<file path="src/hdl/six_patch_sphere_to_cartesian_core_assert.svh">
// Assertion macros shared by the sphere-to-Cartesian core.
// Both sample on the rising edge of i_clk and stay quiet while i_rst_n is low.
`ifndef SIX_PATCH_SPHERE_TO_CARTESIAN_CORE_ASSERT_SVH
`define SIX_PATCH_SPHERE_TO_CARTESIAN_CORE_ASSERT_SVH

// Same-cycle implication.
`define SP2C_ASSERT_IMP(lbl, ante, cons, msg) \
    lbl: assert property (@(posedge i_clk) disable iff (!i_rst_n) (ante) |-> (cons)) \
        else $error(msg);

// Next-cycle implication.
`define SP2C_ASSERT_NXT(lbl, ante, cons, msg) \
    lbl: assert property (@(posedge i_clk) disable iff (!i_rst_n) (ante) |=> (cons)) \
        else $error(msg);

`endif

</file>
<file path="src/hdl/sp2c_sqrt_cell.sv">
`timescale 1ns / 1ps
// ----------------------------------------------------------------------------
// sp2c_sqrt_cell
// One digit-by-digit square root step: settle one root bit from two radicand bits.
// ----------------------------------------------------------------------------
module sp2c_sqrt_cell #(
    parameter int unsigned SW = 1
) (
    input  logic          i_clk,
    input  logic          i_rst_n,
    input  logic          i_en,
    input  logic          i_valid,
    input  logic [32:0]   i_rem,
    input  logic [30:0]   i_root,
    input  logic [61:0]   i_low,
    input  logic [SW-1:0] i_sb,
    output logic          o_valid,
    output logic [32:0]   o_rem,
    output logic [30:0]   o_root,
    output logic [61:0]   o_low,
    output logic [SW-1:0] o_sb
);
    logic          r_valid;
    logic [32:0]   r_rem;
    logic [30:0]   r_root;
    logic [61:0]   r_low;
    logic [SW-1:0] r_sb;

    logic [34:0]   sh;
    logic [34:0]   trial;
    logic [34:0]   diff;
    logic          ge;

    assign sh    = {i_rem, i_low[61:60]};
    assign trial = {2'b00, i_root, 2'b01};
    assign diff  = sh - trial;
    assign ge    = sh >= trial;

    always_ff @(posedge i_clk) begin
        if (!i_rst_n) begin
            r_valid <= 1'b0;
        end else if (i_en) begin
            r_valid <= i_valid;
        end
    end

    always_ff @(posedge i_clk) begin
        if (i_en) begin
            r_rem  <= ge ? diff[32:0] : sh[32:0];
            r_root <= {i_root[29:0], ge};
            r_low  <= {i_low[59:0], 2'b00};
            r_sb   <= i_sb;
        end
    end

    assign o_valid = r_valid;
    assign o_rem   = r_rem;
    assign o_root  = r_root;
    assign o_low   = r_low;
    assign o_sb    = r_sb;

endmodule

</file>
<file path="config.mk">
export PLATFORM = sky130hd
export DESIGN_NAME = sp2c_sqrt_cell
export DESIGN_NICKNAME = d
export VERILOG_FILES = /design/src/hdl/six_patch_sphere_to_cartesian_core_assert.svh /design/src/hdl/sp2c_sqrt_cell.sv
export SDC_FILE = /design/constraint.sdc
export NUM_CORES = 1
export LEC_CHECK = 0
export ABC_AREA = 1
export BUFFER_PORTS_ARGS = -buffer_cell sky130_fd_sc_hd__buf_2
export CAP_MARGIN = 20
export CORE_MARGIN = 4
export CORE_UTILIZATION = 23
export DETAILED_ROUTE_END_ITERATION = 8
export HOLD_SLACK_MARGIN = 0.15
export PLACE_DENSITY_LB_ADDON = 0.2
export SLEW_MARGIN = 25
export SYNTH_ARGS = -nofsm -noshare
export SYNTH_HDL_FRONTEND = slang
export SYNTH_SLANG_ARGS = --single-unit
</file>
<file path="constraint.sdc">
create_clock -name i_clk -period 1.7 [get_ports i_clk]
set_input_delay 0.085 -clock i_clk [delete_from_list [all_inputs] [get_ports i_clk]]
set_output_delay 0.085 -clock i_clk [all_outputs]
set_load 0.1 [all_outputs]
</file>
# After elaboration in Yosys (flattened, before gate mapping)
# Index checks and enable logic that the tools add are counted.
# word_totals
regBits	126
in_bits	131
elab_cells	8
# classes
addsub	1
n_lt_le_gt_ge	1
muxes	1
# ops
operator	count
35-bit by 33-bit >= comparator with 1-bit output	1
33-bit two-way mux	1
33-bit subtractor	1

# Logic depth before layout (Yosys ltp)
# logic_depth
word_depth	2
mapped_depth	15
ltp_nobuf	14

# Worst setup path before layout
# OpenSTA, ideal clock, no wires.
# synth_path
path_kind	in2reg
from	in i_root[28]
to	reg r_rem[25] (netlist: o_rem[25]) (data pin)
setup_ns	0.252
arrival_ns	1.414
t_required_ns	1.448
slack_ns	0.033
cell_stages	12
path_buffers	1
path_cell_list	inv_1 > ha_1 > nand2_1 > inv_1 > a21oi_1 > nand2b_1 > nand3_2 > nor2_4 > nand2_8 > buf_12 > nand3_2 > nand2_1
# synth_between
elab_chain_len	2
# synth_lines
element	line	rtl
start, declared	sp2c_sqrt_cell.sv:14	input logic [30:0] i_root,
35-bit by 33-bit >= comparator with 1-bit output	sp2c_sqrt_cell.sv:37	assign ge = sh >= trial;
33-bit two-way mux	sp2c_sqrt_cell.sv:49	r_rem <= ge ? diff[32:0] : sh[32:0];
end signal, assigned	sp2c_sqrt_cell.sv:49	
end, declared	sp2c_sqrt_cell.sv:24	logic [32:0] r_rem;
# No other way between the ends.
# A chain may end at the register's enable or synchronous reset.

# Worst setup path in the final report
# layout_path
from	in i_root[29]
to	reg r_rem[10] (netlist: o_rem[10]) (data pin)
# Same word-level chain as after synthesis.

==> flow_metrics.env <==
export IMPL_ys_seq_area_share_pct=53.0
export IMPL_drt_iter0_drc=289
export IMPL_tightestPinTransition_ns=0.561
export IMPL_coreArea_sq_um=30600
export IMPL_postRouteAntennaNets=0
export IMPL_setup_ws_ns=0.0890
export IMPL_slew_violations=0
export IMPL_use_met2_pct=24.9
export IMPL_crit_type="input pin to register"
export IMPL_power_density_nw_per_um2=1040
export IMPL_yosysWarnings=0
export IMPL_path_clk_slew_ns=0.07
export IMPL_start_util_pct=23.3
export IMPL_timing_rr_start="o_valid"
export IMPL_stdcell_count=1747
export IMPL_worstPathCellList="buf_2 -> inv_1 -> ha_1 -> inv_2 -> nor3_1 -> nand2_1 -> a21oi_2 -> nor2_4 -> buf_12 -> buf_6 -> nand3_1 -> nand2_1"
export IMPL_yosys_cell_types_count=33
export IMPL_drive_gt1_share_pct=36.9
export IMPL_required_ns=1.87
export IMPL_ios=259
export IMPL_grt_use_met3_pct=3.74
export IMPL_grt_pass1_wl_um=38000
export IMPL_hp_start="i_low[61]"
export IMPL_clock_tree_buffer_depth=2
export IMPL_synth_seq_cells=126
export IMPL_rrSetupSlack_ns=0.51
export IMPL_gr_usage_all_layers_pct=14.5
export IMPL_async_reset_ff_share_pct=0
export IMPL_max_cap_violations=0
export IMPL_synthCells=819
export IMPL_avgSynthCellArea_sq_um=8.70
export IMPL_grt_busiest_layer="met2"
export IMPL_die_w_um=184
export IMPL_hpwl_um=19300
export IMPL_p_total_uw=12600
export IMPL_remaining_drc_errors=0
export IMPL_grt_pass1_vias=7144
export IMPL_hold_end="o_rem[1]"
export IMPL_ys_flop_type="edfxtp_1"
export IMPL_path_max_fanout=21
export IMPL_area_delta_synth_final_pct=69.5
export IMPL_grt_overflow=0
export IMPL_die_h_um=184
export IMPL_cp_slowest_stage_delay_ns=0.33
export IMPL_crit_top_cell="nand2_1"
export IMPL_wl_um=25200
export IMPL_placedCellCount=1580
export IMPL_htree_levels=4
export IMPL_placementRows=64
export IMPL_io_buffers=256
export IMPL_multiInputGateArea_sq_um=2930
export IMPL_post_route_min_period_ns=1.61
export IMPL_synth_edf_count=125
export IMPL_cpMaxStageDelayCell="ha_1"
export IMPL_gp_congestion=0.822
export IMPL_max_freq_mhz=621
export IMPL_diodes=0
export IMPL_mostFrequentLayoutCell="nand2_1"
export IMPL_grt_use_met1_pct=18.1
export IMPL_regArea_sq_um=3770
export IMPL_cts_root_buffer="clkbuf_16"
export IMPL_slew_headroom_pct=62.6
export IMPL_cp_start_kind="input pin"
export IMPL_arrival_ns=1.78
export IMPL_syn_cell_area_sq_um=7120
export IMPL_grt_max_degree=97
export IMPL_final_cell_mix="nand2_1 (282), buf_2 (255), inv_1 (156)"
export IMPL_numCtsBuffers=17
export IMPL_r2r_cells=3
export IMPL_worstSkewPairLatency_ns=0.42
export IMPL_fin_util_pct=39.5
export IMPL_hold_depth=4
export IMPL_cts_sinks=126
export IMPL_vdd_ir_drop_max_mv=0.590
export IMPL_hold_viol=0
export IMPL_cts_tree="yes"
export IMPL_antenna_found_initial=7
export IMPL_nNetsFinal=1502
export IMPL_post_route_period_util_pct=94.8
export IMPL_skew_ns=0
export IMPL_hold_path_class="input pin to register"
export IMPL_fillers=3174
export IMPL_endpoint_kind="register"
export IMPL_status="finished, final reports clean"
export IMPL_preCtsSetupSlack_ns=-0.466
export IMPL_regToRegEndpoint="o_valid"
export IMPL_setup_violations=0
export IMPL_dr_pass1_iters=4
export IMPL_cellLeakagePower_uw=0.00603
export IMPL_viasPerCell=4.00
export IMPL_dieArea_sq_um=33900
export IMPL_vias=6982
export IMPL_wl_per_cell_um=14.4
==> cell usage after synthesis, drive strengths merged, types with 2 or more instances <==
cell    count  area (sq um)
nand2     297          1150
inv       166           623
edfxtp    125          3750
nand3      74           450
nor2       43           186
ha         33           413
a21oi      21           105
xor2       13           114
buf        11          91.3
nand3b      9          67.6
nor3        9          45.0
nand4       5          31.3
and2        3          18.8
o21ai       2          10.0
==> how the worst max path moves through the flow <==
stage | from | end | slack (ns) | depth (start not counted)
floorplan | i_root[28] | o_rem[25] | 0.03 | 12
global placement | i_root[22] | o_rem[30] | -0.42 | 14
detailed placement | i_root[10] | o_rem[1] | -0.47 | 13
CTS | i_root[10] | o_rem[1] | 0.002 | 13
global route | i_root[29] | o_rem[4] | -0.02 | 12
finish | i_root[29] | o_rem[10] | 0.09 | 12
==> final cells by class <==
type | instances | area share, %
Clock buffer | 18 | 3.55
Sequential cell | 126 | 31.2
Clock inverter | 14 | 1.90
Multi-Input combinational cell | 518 | 24.3
Inverter | 166 | 5.16
Timing Repair Buffer | 509 | 29.8
Tap cell | 396 | 4.10
==> registers in the layout (all words and copies together) (netlist names) <==
register and cells:
o_sb 1, o_rem 33, o_low 60, o_valid 1, o_root 31
==> cell families after synthesis <==
logic type / count (synthesis) / synth area share, %
adders and majority gates: 33 / 5.80
AOI/OAI and AO/OA: 25 / 1.83
buffers and inverters: 177 / 10.0
DFF: 126 / 53.0
xor gates and xnor gates: 14 / 1.72
and+or+nand+nor: 443 / 27.6
other: 1 / 0.0526
==> worst max-delay path: cells and delay by family <==
kind / cells / cell delay (ns)
compound gates: 1 / 0.19
simple gates: 5 / 0.67
buf+inv: 5 / 0.49
fa+ha+maj: 1 / 0.33
==> what timing repair did <==
| item | 4_1_cts | 5_1_grt |
|---|---|---|
| hold buffers | 126 | 0 |
| setup endpoints to repair | 1 | 34 |
| hold endpoints to repair | 124 | 0 |
| gates cloned | 0 | 1 |
| setup buffers | 0 | 8 |
| pin swaps | 1 | 10 |
| gates resized for setup | 0 | 56 |
==> power by group <==
| group | leakage [uW] | internal (uW) | switching [uW] |
|---|---|---|---|
| Clock | 0.000314 | 2640 | 1520 |
| Sequential | 0.00123 | 3790 | 74.1 |
| Combinational | 0.00448 | 1210 | 3370 |
| Total | 0.00603 | 7640 | 4960 |
==> metal layers <==
metal,vias to the layer above,share of wire (%)
met5,-,0.48
met4,14,1.3
met3,30,7.3
met2,198,47
met1,3100,44
li1,3640,-
==> per-stage QoR <==
stage,hold WS (ns),instance area (sq um),TNS [ns]
detailed placement,0.264,9780,-13.03
CTS,0.193,11700,0
floorplan,0.178,7130,0
finish,0.179,12100,0
global route,0.239,12100,-0.0531
global placement,0.262,9780,-12.81
No activity file was read; power rests on OpenSTA's default activity.
