==> config.mk <==
export PLATFORM = sky130hd
export DESIGN_NAME = sp2c_div_cell
export DESIGN_NICKNAME = d
export VERILOG_FILES = /design/src/hdl/six_patch_sphere_to_cartesian_core_assert.svh /design/src/hdl/sp2c_div_cell.sv
export SDC_FILE = /design/constraint.sdc
export NUM_CORES = 1
export LEC_CHECK = 0
export BUFFER_PORTS_ARGS = -buffer_cell sky130_fd_sc_hd__buf_2
export CORE_UTILIZATION = 47
export DETAILED_ROUTE_END_ITERATION = 10
export PLACE_DENSITY = 0.81
export SLEW_MARGIN = 15
export SYNTH_ARGS = -nofsm -noshare
export SYNTH_HDL_FRONTEND = slang
export SYNTH_SLANG_ARGS = --single-unit
==> constraint.sdc <==
create_clock -name i_clk -period 3.5 [get_ports i_clk]
set_input_delay 0.7 -clock i_clk [delete_from_list [all_inputs] [get_ports i_clk]]
set_output_delay 0.7 -clock i_clk [all_outputs]
set_load 0.005 [all_outputs]
==> src/hdl/six_patch_sphere_to_cartesian_core_assert.svh <==
// Assertion macros shared by the sphere-to-Cartesian core.
// Both sample on the rising edge of i_clk and stay quiet while i_rst_n is low.
`ifndef SIX_PATCH_SPHERE_TO_CARTESIAN_CORE_ASSERT_SVH
`define SIX_PATCH_SPHERE_TO_CARTESIAN_CORE_ASSERT_SVH

// Same-cycle implication.
`define SP2C_ASSERT_IMP(lbl, ante, cons, msg) \
    lbl: assert property (@(posedge i_clk) disable iff (!i_rst_n) (ante) |-> (cons)) \
        else $error(msg);

// Next-cycle implication.
`define SP2C_ASSERT_NXT(lbl, ante, cons, msg) \
    lbl: assert property (@(posedge i_clk) disable iff (!i_rst_n) (ante) |=> (cons)) \
        else $error(msg);

`endif

==> src/hdl/sp2c_div_cell.sv <==
`timescale 1ns / 1ps
// ----------------------------------------------------------------------------
// sp2c_div_cell
// One restoring division step: settle one quotient bit per lane.
// ----------------------------------------------------------------------------
module sp2c_div_cell #(
    parameter int unsigned LANES = 1,
    parameter int unsigned DW    = 31,
    parameter int unsigned QW    = 32,
    parameter int unsigned SW    = 1
) (
    input  logic          i_clk,
    input  logic          i_rst_n,
    input  logic          i_en,
    input  logic          i_valid,
    input  logic [DW-1:0] i_rem  [LANES],
    input  logic [QW-1:0] i_low  [LANES],
    input  logic [QW-1:0] i_quot [LANES],
    input  logic [DW-1:0] i_div  [LANES],
    input  logic [SW-1:0] i_sb,
    output logic          o_valid,
    output logic [DW-1:0] o_rem  [LANES],
    output logic [QW-1:0] o_low  [LANES],
    output logic [QW-1:0] o_quot [LANES],
    output logic [DW-1:0] o_div  [LANES],
    output logic [SW-1:0] o_sb
);
    logic          r_valid;
    logic [DW-1:0] r_rem  [LANES];
    logic [QW-1:0] r_low  [LANES];
    logic [QW-1:0] r_quot [LANES];
    logic [DW-1:0] r_div  [LANES];
    logic [SW-1:0] r_sb;

    logic [DW:0]   sh   [LANES];
    logic [DW:0]   diff [LANES];
    logic          ge   [LANES];

    always_comb begin
        for (int k = 0; k < LANES; k++) begin
            sh[k]   = {i_rem[k], i_low[k][QW-1]};
            diff[k] = sh[k] - {1'b0, i_div[k]};
            ge[k]   = sh[k] >= {1'b0, i_div[k]};
        end
    end

    always_ff @(posedge i_clk) begin
        if (!i_rst_n) begin
            r_valid <= 1'b0;
        end else if (i_en) begin
            r_valid <= i_valid;
        end
    end

    always_ff @(posedge i_clk) begin
        if (i_en) begin
            r_sb <= i_sb;
            for (int k = 0; k < LANES; k++) begin
                r_rem[k]  <= ge[k] ? diff[k][DW-1:0] : sh[k][DW-1:0];
                r_low[k]  <= {i_low[k][QW-2:0], 1'b0};
                r_quot[k] <= {i_quot[k][QW-2:0], ge[k]};
                r_div[k]  <= i_div[k];
            end
        end
    end

    assign o_valid = r_valid;
    assign o_rem   = r_rem;
    assign o_low   = r_low;
    assign o_quot  = r_quot;
    assign o_div   = r_div;
    assign o_sb    = r_sb;

endmodule

; ---- After elaboration in Yosys (flattened, before gate mapping)
; Cells that the tools add are included.
[word_totals]
in_bits = 131
wordCells = 9
reg_bits = 127
output_inout_bits = 128
[op_classes]
add_sub_neg = 1
n_lt_le_gt_ge = 1
mux = 1
[ops]
columns = operator, count
row1 = $ge A32 B31 Y1, 1
row2 = $mux W31, 1
row3 = $sub A31 B31 Y31, 1

; ---- Logic depth before layout (Yosys ltp)
; Gate-level depths: netlist (run 1).
[depth]
ltp_word = 2
mapped_depth = 13
mapped_depth_nobuf = 11

; ---- Worst setup path after synthesis (run 1)
; OpenSTA, ideal clock, no wires.
[synth_timing]
path_kind = input to register
from = input i_low[31] (netlist bit)
to = register r_rem (netlist bit o_rem[30]) (data pin)
required_time_ns = 3.222
arrival_ns = 2.749
path_stages = 11
setup_slack_ns = 0.473
setup_ns = 0.278
path_buffers = 0
cell_sequence = inv_1 ha_1 fa_1 nor2b_1 o31a_1 o21ba_2 o21ai_2 o221ai_2 o21ai_4 a2111oi_0 a211oi_2
[synth_between]
elab_chain_len = 2
elab_cells_between_ends = 3
classes_between = add/sub: 1 / order compare: 1 / mux: 1
[synth_lines]
columns = item, line_no
row1 = from (decl), sp2c_div_cell.sv:17  ; input logic [QW-1:0] i_low [LANES],
row2 = $sub A31 B31 Y31 / $ge A32 B31 Y1 (equally long branches), "sp2c_div_cell.sv:42, sp2c_div_cell.sv:43"
row3 = $mux W31 *, sp2c_div_cell.sv:59  ; r_rem[k] <= ge[k] ? diff[k][DW-1:0] : sh[k][DW-1:0];
row4 = "to (signal, indexed assignment)", sp2c_div_cell.sv:59
row5 = to (decl), sp2c_div_cell.sv:29  ; logic [DW-1:0] r_rem [LANES];
; Every way passes the cells marked *; elsewhere a longest branch is shown, timed or not.
; A chain may end at the register's enable or synchronous reset.

; ---- Worst setup path in the final report (run 1)
; Same ends and word-level chain as after synthesis.

==> flow_metrics.env, run 1 <==
export IMPL_post_cts_setup_buffers=0
export IMPL_cp_top_family="compound AO/OA/AOI/OAI gates"
export IMPL_antenna_found_initial=3
export IMPL_critical_path_cell_count=12
export IMPL_die_width_um=114
export IMPL_layout_filler_cells=930
export IMPL_clock_insertion_delay_worst_skew_ps=410
export IMPL_critical_path_max_stage_delay_ps=650
export IMPL_routed_wl_um=15500
export IMPL_cts_inserted_buffers=17
export IMPL_overflow=0
export IMPL_cts_max_level=4
export IMPL_vias_in_the_first_global_route=4643
export IMPL_dr_total_vias=4710
export IMPL_track_usage=0.235
export IMPL_hold_path_class="in -> reg"
export IMPL_place_port_buffers=256
export IMPL_use_met3=0.0683
export IMPL_top_usage_layer="met2"
export IMPL_mean_routed_wirelength_per_cell_um=16.9
export IMPL_area_delta_synth_final_pct=35.3
export IMPL_vdd_drop_max_mv=0.220
export IMPL_ys_flop_type="sky130_fd_sc_hd__edfxtp_1"
export IMPL_root_buffer="sky130_fd_sc_hd__clkbuf_16"
export IMPL_floorplan_initialDensity=0.487
export IMPL_power_density_nw_per_um2=541
export IMPL_worst_r2r_startpoint="o_valid"
export IMPL_setup_viol=0
export IMPL_utilization=0.659
export IMPL_grt_max_degree=57
export IMPL_timing_max_cap_violations=0
export IMPL_rsz0062_at_grt="false"
export IMPL_seqPwrFrac=0.439
export IMPL_max_clock_freq_ghz=0.324
export IMPL_mappedNetlistNets=619
export IMPL_synth_seq_area_share=0.642
export IMPL_synth_cells=456
export IMPL_fp_row_count=40
export IMPL_tritoncts="yes"
export IMPL_detail_route_antenna_nets=0
export IMPL_cts_sinks=127
export IMPL_path_max_fanout=5
export IMPL_cp_required_ps=3630
export IMPL_coreArea_um2=12200
export IMPL_timing_worst_setup_path_type="in -> reg"
export IMPL_synthDistinctLibCells=57
export IMPL_drcViolationCount=0
export IMPL_detail_route_first_pass_iterations=4
export IMPL_relSlewSlack=0.512
export IMPL_final_nets=895
export IMPL_setup_total_negative_slack_ps=0
export IMPL_end_kind="register"
export IMPL_post_synth_cell_area_avg_um2=13.0
export IMPL_hold_path_startpoint="i_low[20]"
export IMPL_clock_skew_final_ps=0
export IMPL_max_slew_worst_pin_slew_ps=714
export IMPL_comb_power_share=0.174
export IMPL_period_minus_slack_ps=3090
export IMPL_power_report_internal_total_mw=3.23
export IMPL_worstSetupStartpoint="i_low[31]"
export IMPL_report_final_hold_viol_count=0
export IMPL_yosys_register_bits=127
export IMPL_slew_viol_final=0
export IMPL_worst_path_max_delay_cell="sky130_fd_sc_hd__a2111oi_0"
export IMPL_power_switching_mw=1.10
export IMPL_synth_edff_count=126
export IMPL_met1_usage=0.259
export IMPL_worst_r2r_cell_count=2
export IMPL_pin_count=259
export IMPL_gp_congestion=0.822
export IMPL_outcome="finished, final reports clean"
export IMPL_final_min_period_over_clock_period=0.882
export IMPL_clock_power_share=0.387
export IMPL_path_clk_slew_ps=60
export IMPL_hold_path_depth=1
export IMPL_fraction_of_final_layout_cells_sized_beyond_drive_strength_1=0.408
export IMPL_wire_length_of_the_first_global_routing_pass_um=22900
export IMPL_static_leakage_power_nw=3.62
export IMPL_hold_buf_cts=0
export IMPL_clock_path_buffers=2
export IMPL_grtUsageMet2=0.419
export IMPL_async_reset_ff_frac=0
export IMPL_timing_critical_path_buf_inv=2
export IMPL_die_area_um2=13100
export IMPL_die_height_um=114
export IMPL_dp_hpwl_um=11700
export IMPL_swShare=0.254
export IMPL_total_standard_cell_area_after_synthesis_um2=5930
export IMPL_cts_repair_resized=0
export IMPL_yosysWarnings=0
export IMPL_avgViaCountPerCell=5.14
export IMPL_detail_route_iter0_violations=286
export IMPL_worstSetupStartpointType="input pin"
export IMPL_critPathArrivalTime_ps=3220
export IMPL_cp_cell_sequence="buf_2, inv_1, ha_1, fa_1, nor2b_1, o31a_1, o21ba_2, o21ai_2, o221ai_2, o21ai_4, a2111oi_0, a211oi_2"
state kept, by name, summed over array words and instances, names as in the netlist:
signal   count
o_div       31
o_quot      32
o_valid      1
o_low       31
o_rem       31
o_sb         1
cells by family (layout without fill, tap and decap cells):
group           after synthesis  after routing  share of synthesized area
flops                       127            127                      0.642
compound gates              118            118                      0.129
simple gates                103            103                     0.0855
buf+inv                      49            338                     0.0348
fa+ha+maj                    32             32                     0.0688
xor+xnor                     23             23                     0.0340
mux                           3              3                    0.00549
other cells                   1              4                   0.000633
per-layer routing:
layer | up-vias | wire (um) | part of all wire
met2 | 178 | 8140 | 0.52
li1 | 2257 | - | -
met5 | - | 0 | 0
met1 | 2244 | 5850 | 0.38
met3 | 31 | 1140 | 0.074
met4 | 0 | 379 | 0.024
power by group through the flow:
stage	logic, mW	registers, mW	clock network [mW]
global placement	0.725	1.93	0
floorplan	0.364	1.96	0
global route	0.834	1.92	1.76
finish	0.756	1.90	1.68
detailed placement	0.751	1.93	0
CTS	0.757	1.90	1.70
through the flow:
| stage | cell area, um^2 | cells | setup slack, ps | total power, mW | hold WS (ps) |
|---|---|---|---|---|---|
| 2_1_floorplan | 5930 | 456 | 473 | 2.32 | 507 |
| 3_3_place_gp | 7450 | 881 | 188 | 2.65 | 512 |
| 3_5_place_dp | 7450 | 881 | 140 | 2.68 | 524 |
| 4_1_cts | 8010 | 913 | 528 | 4.36 | 445 |
| 5_1_grt | 8020 | 916 | 304 | 4.51 | 439 |
| 6_report | 8020 | 916 | 414 | 4.34 | 456 |
area by class of cell:
type                            instances  area [um^2]  area share
Timing Repair Buffer                  265         1360       0.170
Clock buffer                           23          478      0.0596
Multi-Input combinational cell        280         1920       0.239
Sequential cell                       127         3800       0.474
Clock inverter                          9         86.3      0.0108
Inverter                               41          154      0.0192
Antenna cell                            3         7.51    0.000936
Tap cell                              168          210      0.0262
cells in the mapped netlist, types with 3 or more instances:
| cell | count | area (um^2) |
|---|---|---|
| sky130_fd_sc_hd__buf_4 | 3 | 22.5 |
| sky130_fd_sc_hd__o31ai_1 | 4 | 30.0 |
| sky130_fd_sc_hd__a21o_1 | 14 | 105 |
| sky130_fd_sc_hd__a31oi_1 | 4 | 25.0 |
| sky130_fd_sc_hd__a211oi_1 | 8 | 60.1 |
| sky130_fd_sc_hd__nand2b_1 | 4 | 25.0 |
| sky130_fd_sc_hd__nand3_1 | 11 | 55.1 |
| sky130_fd_sc_hd__and2_1 | 4 | 25.0 |
| sky130_fd_sc_hd__xnor2_1 | 12 | 105 |
| sky130_fd_sc_hd__or2_2 | 3 | 18.8 |
| sky130_fd_sc_hd__inv_1 | 41 | 154 |
| sky130_fd_sc_hd__nand2_1 | 38 | 143 |
| sky130_fd_sc_hd__nand4_1 | 3 | 18.8 |
| sky130_fd_sc_hd__o21ai_0 | 35 | 175 |
| sky130_fd_sc_hd__nor2_1 | 14 | 52.6 |
| sky130_fd_sc_hd__ha_1 | 31 | 388 |
| sky130_fd_sc_hd__xor2_1 | 11 | 96.3 |
| sky130_fd_sc_hd__edfxtp_1 | 126 | 3780 |
| sky130_fd_sc_hd__o21a_1 | 7 | 52.6 |
| sky130_fd_sc_hd__nor3_1 | 8 | 40.0 |
| sky130_fd_sc_hd__and3_1 | 3 | 18.8 |
| sky130_fd_sc_hd__a21oi_1 | 22 | 110 |
| sky130_fd_sc_hd__nor2b_1 | 6 | 37.5 |
| sky130_fd_sc_hd__o211ai_1 | 4 | 30.0 |
cells in the final DEF, fill, tap and decap left out, types with 11 or more instances in the layout:
master,n
sky130_fd_sc_hd__a21oi_1,22
sky130_fd_sc_hd__buf_2,255
sky130_fd_sc_hd__o21ai_0,35
sky130_fd_sc_hd__xnor2_1,12
sky130_fd_sc_hd__a21o_1,14
sky130_fd_sc_hd__nor2_1,14
sky130_fd_sc_hd__nand3_1,11
sky130_fd_sc_hd__xor2_1,11
sky130_fd_sc_hd__inv_1,41
sky130_fd_sc_hd__clkbuf_16,17
sky130_fd_sc_hd__ha_1,31
sky130_fd_sc_hd__nand2_1,38
sky130_fd_sc_hd__edfxtp_1,126
final timing paths:
kind	endpoint	slack, ps
setup / recovery	o_rem[30]	410
hold / removal	o_low[21]	460
setup reg to reg	o_valid	2820
hold reg to reg	o_valid	600
Note: power is estimated with default switching activity, not from simulation.
==> run 2: changes to the inputs <==
==> constraint.sdc (replaced) <==
create_clock -name i_clk -period 3 [get_ports i_clk]
set_input_delay 0.6 -clock i_clk [delete_from_list [all_inputs] [get_ports i_clk]]
set_output_delay 0.6 -clock i_clk [all_outputs]
set_load 0.005 [all_outputs]
==> run 2 against run 1 <==
Against the previous run:
- critical path depth stayed put
- critical path type unchanged
- non-clock buffer count is 38 higher
- clock skew stayed put
- first-iteration DRC count is 7.0% lower
- worst setup slack worse by 230 ps
- sequential share of layout area is 1.7 points lower
- power is 19% higher
- worst hold slack worse by 100 ps
- utilization is 2.5 points higher
==> flow_metrics.env, run 2 (synthesis results as in run 1) <==
export IMPL_outcome="finished, final reports clean"
export IMPL_detail_route_antenna_nets=0
export IMPL_die_width_um=114
export IMPL_hold_path_startpoint="i_low[27]"
export IMPL_hold_path_end="o_low[28]"
export IMPL_gp_congestion=0.841
export IMPL_die_height_um=114
export IMPL_path_max_fanout=5
export IMPL_layout_cells_most_common="sky130_fd_sc_hd__buf_2"
export IMPL_vdd_drop_max_mv=0.289
export IMPL_setup_viol=0
export IMPL_avgViaCountPerCell=5.02
export IMPL_antenna_found_initial=1
export IMPL_dp_hpwl_um=11900
export IMPL_detail_route_first_pass_iterations=4
export IMPL_track_usage=0.239
export IMPL_post_cts_setup_buffers=0
export IMPL_critical_path_max_stage_delay_ps=540
export IMPL_period_minus_slack_ps=2810
export IMPL_floorplan_initialDensity=0.487
export IMPL_cts_sinks=127
export IMPL_drcViolationCount=0
export IMPL_comb_power_share=0.186
export IMPL_static_leakage_power_nw=3.81
export IMPL_cts_repair_resized=0
export IMPL_clock_insertion_delay_worst_skew_ps=410
export IMPL_hold_buf_cts=0
export IMPL_area_of_combinational_cells_with_multiple_inputs_um2=1920
export IMPL_mostFrequentLayoutCells="255 x sky130_fd_sc_hd__buf_2, 126 x sky130_fd_sc_hd__edfxtp_1, 46 x sky130_fd_sc_hd__buf_4, 41 x sky130_fd_sc_hd__inv_1, 38 x sky130_fd_sc_hd__nand2_1"
export IMPL_rsz0062_at_grt="false"
export IMPL_hold_path_depth=1
export IMPL_max_slew_worst_pin_slew_ps=572
export IMPL_regToRegSetupSlack_ps=2330
export IMPL_seqPwrFrac=0.430
export IMPL_utilization=0.684
export IMPL_worst_path_max_delay_cell="sky130_fd_sc_hd__a2111oi_0"
export IMPL_cts_max_level=4
export IMPL_overflow=0
export IMPL_wire_length_of_the_first_global_routing_pass_um=22900
export IMPL_layout_filler_cells=908
export IMPL_cp_cell_sequence="buf_2, inv_1, ha_1, fa_1, nor2b_1, o31a_1, o21ba_2, o21ai_2, o221ai_2, o21ai_4, a2111oi_0, a211oi_2"
export IMPL_mean_routed_wirelength_per_cell_um=16.4
export IMPL_report_final_hold_viol_count=0
export IMPL_worst_r2r_startpoint="o_valid"
export IMPL_final_nets=933
export IMPL_hold_worst_slack_ps=356
export IMPL_end_kind="register"
export IMPL_largest_register_ff_count=32
export IMPL_max_clock_freq_ghz=0.355
export IMPL_tritoncts="yes"
export IMPL_die_area_um2=13100
export IMPL_final_min_period_over_clock_period=0.938
export IMPL_vias_in_the_first_global_route=4545
export IMPL_fraction_of_final_layout_cells_sized_beyond_drive_strength_1=0.437
export IMPL_fp_row_count=40
export IMPL_dr_total_vias=4776
export IMPL_clock_power_share=0.384
export IMPL_swShare=0.253
export IMPL_worst_r2r_cell_count=2
export IMPL_power_report_internal_total_mw=3.85
export IMPL_timing_max_cap_violations=0
export IMPL_worstSetupStartpointType="input pin"
export IMPL_slew_viol_final=0
export IMPL_timing_worst_setup_path_type="in -> reg"
export IMPL_path_clk_slew_ps=60
export IMPL_detail_route_iter0_violations=266
export IMPL_clock_path_buffers=2
export IMPL_grt_max_degree=56
export IMPL_place_port_buffers=256
export IMPL_r2r_end="o_valid"
export IMPL_pin_count=259
export IMPL_hold_path_class="in -> reg"
export IMPL_root_buffer="sky130_fd_sc_hd__clkbuf_16"
export IMPL_relSlewSlack=0.609
export IMPL_routed_wl_um=15600
export IMPL_register_area_um2=3800
export IMPL_power_switching_mw=1.31
export IMPL_cp_required_ps=3140
export IMPL_critPathArrivalTime_ps=2950
export IMPL_cts_inserted_buffers=17
export IMPL_clock_skew_final_ps=0
export IMPL_coreArea_um2=12200
export IMPL_power_density_nw_per_um2=620
export IMPL_area_delta_synth_final_pct=40.4
-- run 2: power groups by stage --
| stage | Clock [mW] | Sequential, mW | Combinational (mW) |
|---|---|---|---|
| floorplan | 0 | 2.28 | 0.424 |
| global placement | 0 | 2.25 | 0.924 |
| detailed placement | 0 | 2.25 | 0.952 |
| CTS | 2.01 | 2.22 | 0.963 |
| global route | 2.08 | 2.23 | 1.05 |
| finish | 1.98 | 2.22 | 0.957 |
-- run 2: through the flow --
step / setup WS [ps] / total power, mW / TNS, ps / cell area, um^2 / cells
CTS: 164 / 5.20 / 0 / 8320 / 951
detailed placement: -147 / 3.21 / -1960 / 7750 / 919
floorplan: 72.7 / 2.71 / 0 / 5930 / 456
global route: 67.6 / 5.37 / 0 / 8320 / 952
finish: 187 / 5.16 / 0 / 8320 / 952
global placement: -127 / 3.17 / -1100 / 7750 / 919
-- run 2: layout make-up --
cell class                      instances  share of cell area
Inverter                               41              0.0185
Clock inverter                         13              0.0167
Timing Repair Buffer                  303               0.200
Sequential cell                       127               0.457
Antenna cell                            1            0.000301
Clock buffer                           19              0.0520
Multi-Input combinational cell        280               0.230
Tap cell                              168              0.0253
-- run 2: routing by layer --
layer | share of wire | vias to the layer above | global-route usage
met2 | 0.51 | 191 | 0.425
met3 | 0.059 | 38 | 0.0731
met5 | 0 | - | 0
met1 | 0.39 | 2209 | 0.259
li1 | - | 2338 | -
met4 | 0.036 | 0 | 0.113
-- run 2: worst max path at each step --
stage / cells after the start / end / startpoint / slack (ps)
after global placement: 12 / o_rem[30] / i_low[31] / -130
after global routing: 12 / o_rem[30] / i_low[31] / 70
after detailed placement: 12 / o_rem[4] / i_low[31] / -150
after floorplan: 11 / o_rem[30] / i_low[31] / 70
after CTS: 12 / o_rem[30] / i_low[31] / 160
final: 12 / o_rem[30] / i_low[31] / 190
-- run 2: critical path: cells and delay by family --
family / cells / cell delay (ps)
fa+ha+maj: 2 / 630
buf+inv: 2 / 130
compound gates: 7 / 1430
simple gates: 1 / 160
==> run 3: changes to the inputs <==
==> constraint.sdc (replaced) <==
create_clock -name i_clk -period 2.86 [get_ports i_clk]
set_input_delay 0.572 -clock i_clk [delete_from_list [all_inputs] [get_ports i_clk]]
set_output_delay 0.572 -clock i_clk [all_outputs]
set_load 0.005 [all_outputs]
==> run 3 against run 2 <==
Against the previous run:
- flip-flop and latch count stayed put
- critical path type unchanged
- clock skew stayed put
- sequential power is 5% higher
- first-iteration DRC count is 3.0% lower
- largest cell class unchanged
- sequential share of layout area is 1.1 points lower
- design area is 2.6% higher
- worst hold slack worse by 27 ps
==> flow_metrics.env, run 3 (synthesis results as in run 1) <==
export IMPL_comb_power_share=0.187
export IMPL_worst_r2r_startpoint="o_valid"
export IMPL_rsz0062_at_grt="false"
export IMPL_timing_max_cap_violations=0
export IMPL_max_clock_freq_ghz=0.371
export IMPL_final_min_period_over_clock_period=0.941
export IMPL_dr_total_vias=4914
export IMPL_area_delta_synth_final_pct=44.0
export IMPL_regToRegSetupSlack_ps=2220
export IMPL_outcome="finished, final reports clean"
export IMPL_post_dp_cell_area_um2=7910
export IMPL_vdd_drop_max_mv=0.352
export IMPL_cp_required_ps=3020
export IMPL_avgViaCountPerCell=5.07
export IMPL_die_area_um2=13100
export IMPL_layout_filler_cells=861
export IMPL_die_height_um=114
export IMPL_worst_path_max_delay_cell="sky130_fd_sc_hd__mux2_2"
export IMPL_detail_route_antenna_nets=0
export IMPL_root_buffer="sky130_fd_sc_hd__clkbuf_16"
export IMPL_critPathArrivalTime_ps=2850
export IMPL_cp_cell_sequence="buf_2, inv_1, ha_1, fa_1, nor2b_1, o31a_1, o21ba_2, o21ai_2, o221ai_2, o21ai_4, buf_4, mux2_2"
export IMPL_layout_cells_most_common="sky130_fd_sc_hd__buf_2"
export IMPL_wire_length_of_the_first_global_routing_pass_um=23800
export IMPL_mean_routed_wirelength_per_cell_um=16.6
export IMPL_die_width_um=114
export IMPL_place_port_buffers=256
export IMPL_grt_max_degree=57
export IMPL_clock_path_buffers=2
export IMPL_detail_route_iter0_violations=258
export IMPL_hold_path_end="o_low[5]"
export IMPL_largest_register_ff_count=32
export IMPL_fraction_of_final_layout_cells_sized_beyond_drive_strength_1=0.453
export IMPL_setup_viol=0
export IMPL_report_final_hold_viol_count=0
export IMPL_clock_insertion_delay_worst_skew_ps=410
export IMPL_critical_path_max_stage_delay_ps=330
export IMPL_path_clk_slew_ps=60
export IMPL_timing_worst_setup_path_type="in -> reg"
export IMPL_fp_row_count=40
export IMPL_place_worst_setup_slack_ps=-288
export IMPL_worstSetupStartpointType="input pin"
export IMPL_finalInstanceArea_um2=8530
export IMPL_power_switching_mw=1.37
export IMPL_final_standard_cell_count_with_taps_included_and_fillers_excluded=970
export IMPL_hold_path_depth=1
export IMPL_slew_viol_final=0
export IMPL_floorplan_initialDensity=0.487
export IMPL_end_kind="register"
export IMPL_detail_route_first_pass_iterations=4
export IMPL_antenna_found_initial=0
export IMPL_cts_sinks=127
export IMPL_period_minus_slack_ps=2690
export IMPL_seqPwrFrac=0.414
export IMPL_final_nets=953
export IMPL_worst_r2r_cell_count=2
export IMPL_power_density_nw_per_um2=659
export IMPL_track_usage=0.246
export IMPL_swShare=0.244
export IMPL_pin_count=259
export IMPL_coreArea_um2=12200
export IMPL_gp_congestion=0.888
export IMPL_r2r_end="o_valid"
export IMPL_drcViolationCount=0
export IMPL_mostFrequentLayoutCells="255 x sky130_fd_sc_hd__buf_2, 126 x sky130_fd_sc_hd__edfxtp_1, 65 x sky130_fd_sc_hd__buf_4, 41 x sky130_fd_sc_hd__inv_1, 38 x sky130_fd_sc_hd__nand2_1"
export IMPL_path_max_fanout=6
export IMPL_dp_hpwl_um=12500
export IMPL_hold_path_class="in -> reg"
export IMPL_static_leakage_power_nw=3.95
export IMPL_insertedDiodeCount=0
export IMPL_overflow=0
export IMPL_vias_in_the_first_global_route=4920
export IMPL_routed_wl_um=16100
export IMPL_hold_path_startpoint="i_low[4]"
export IMPL_cts_inserted_buffers=17
export IMPL_worst_setup_slack_after_layout_ps=168
export IMPL_register_area_um2=3800
export IMPL_cts_max_level=4
export IMPL_clock_power_share=0.399
export IMPL_power_report_internal_total_mw=4.25
export IMPL_tritoncts="yes"
export IMPL_clock_skew_final_ps=0
export IMPL_area_of_combinational_cells_with_multiple_inputs_um2=1920
export IMPL_utilization=0.702
export IMPL_placed_cells=939
-- run 3: final cells by class --
type	instances	area share
inverter	41	0.0180
clock inverter	13	0.0221
sequential	127	0.446
multi-input combinational	280	0.225
tap	168	0.0246
timing repair buffer	323	0.214
clock buffer	18	0.0503
-- run 3: per-layer routing --
metal  up-vias  track usage  wire, um  share of wire
met5         -            0         0              0
met2       195        0.450      8430           0.52
met4         0        0.127       608          0.038
met1      2310        0.252      5860           0.36
met3        42       0.0746      1170          0.072
li1       2367            -         -              -
-- run 3: what timing repair did --
action	CTS	global route
buffers inserted	0	0
resized for setup	0	1
hold buffers	0	0
setup endpoints to repair	0	1
-- run 3: per-stage QoR --
stage	power [mW]	setup TNS [ps]	hold slack, ps
4_1_cts	5.67	0	311
3_5_place_dp	3.41	-5470	572
6_report	5.63	0	329
2_1_floorplan	2.84	0	507
3_3_place_gp	3.37	-3970	522
5_1_grt	5.85	0	313
-- run 3: worst max path at each step --
| stage | from | endpoint | slack, ps | cells after the start |
|---|---|---|---|---|
| after global routing | i_low[31] | o_rem[22] | 20 | 13 |
| after floorplan | i_div[7] | o_rem[4] | 10 | 10 |
| after CTS | i_low[31] | o_rem[4] | 150 | 12 |
| after detailed placement | i_low[31] | o_rem[4] | -290 | 12 |
| after global placement | i_rem[6] | o_rem[4] | -240 | 10 |
| final | i_low[31] | o_rem[4] | 170 | 12 |
-- run 3: worst max-delay path: cells and delay by family --
kind                     cells  cell delay [ps]
buffers and inverters        3              350
multiplexers                 1              330
adder cells (fa/ha/maj)      2              400
AO/OA/AOI/OAI                5             1120
AND/OR/NAND/NOR              1               70
-- run 3: power by group through the flow --
stage / registers, mW / clock network [mW] / logic, mW
6_report: 2.33 / 2.24 / 1.05
5_1_grt: 2.34 / 2.35 / 1.15
4_1_cts: 2.33 / 2.28 / 1.05
3_5_place_dp: 2.36 / 0 / 1.05
3_3_place_gp: 2.36 / 0 / 1.01
2_1_floorplan: 2.39 / 0 / 0.446
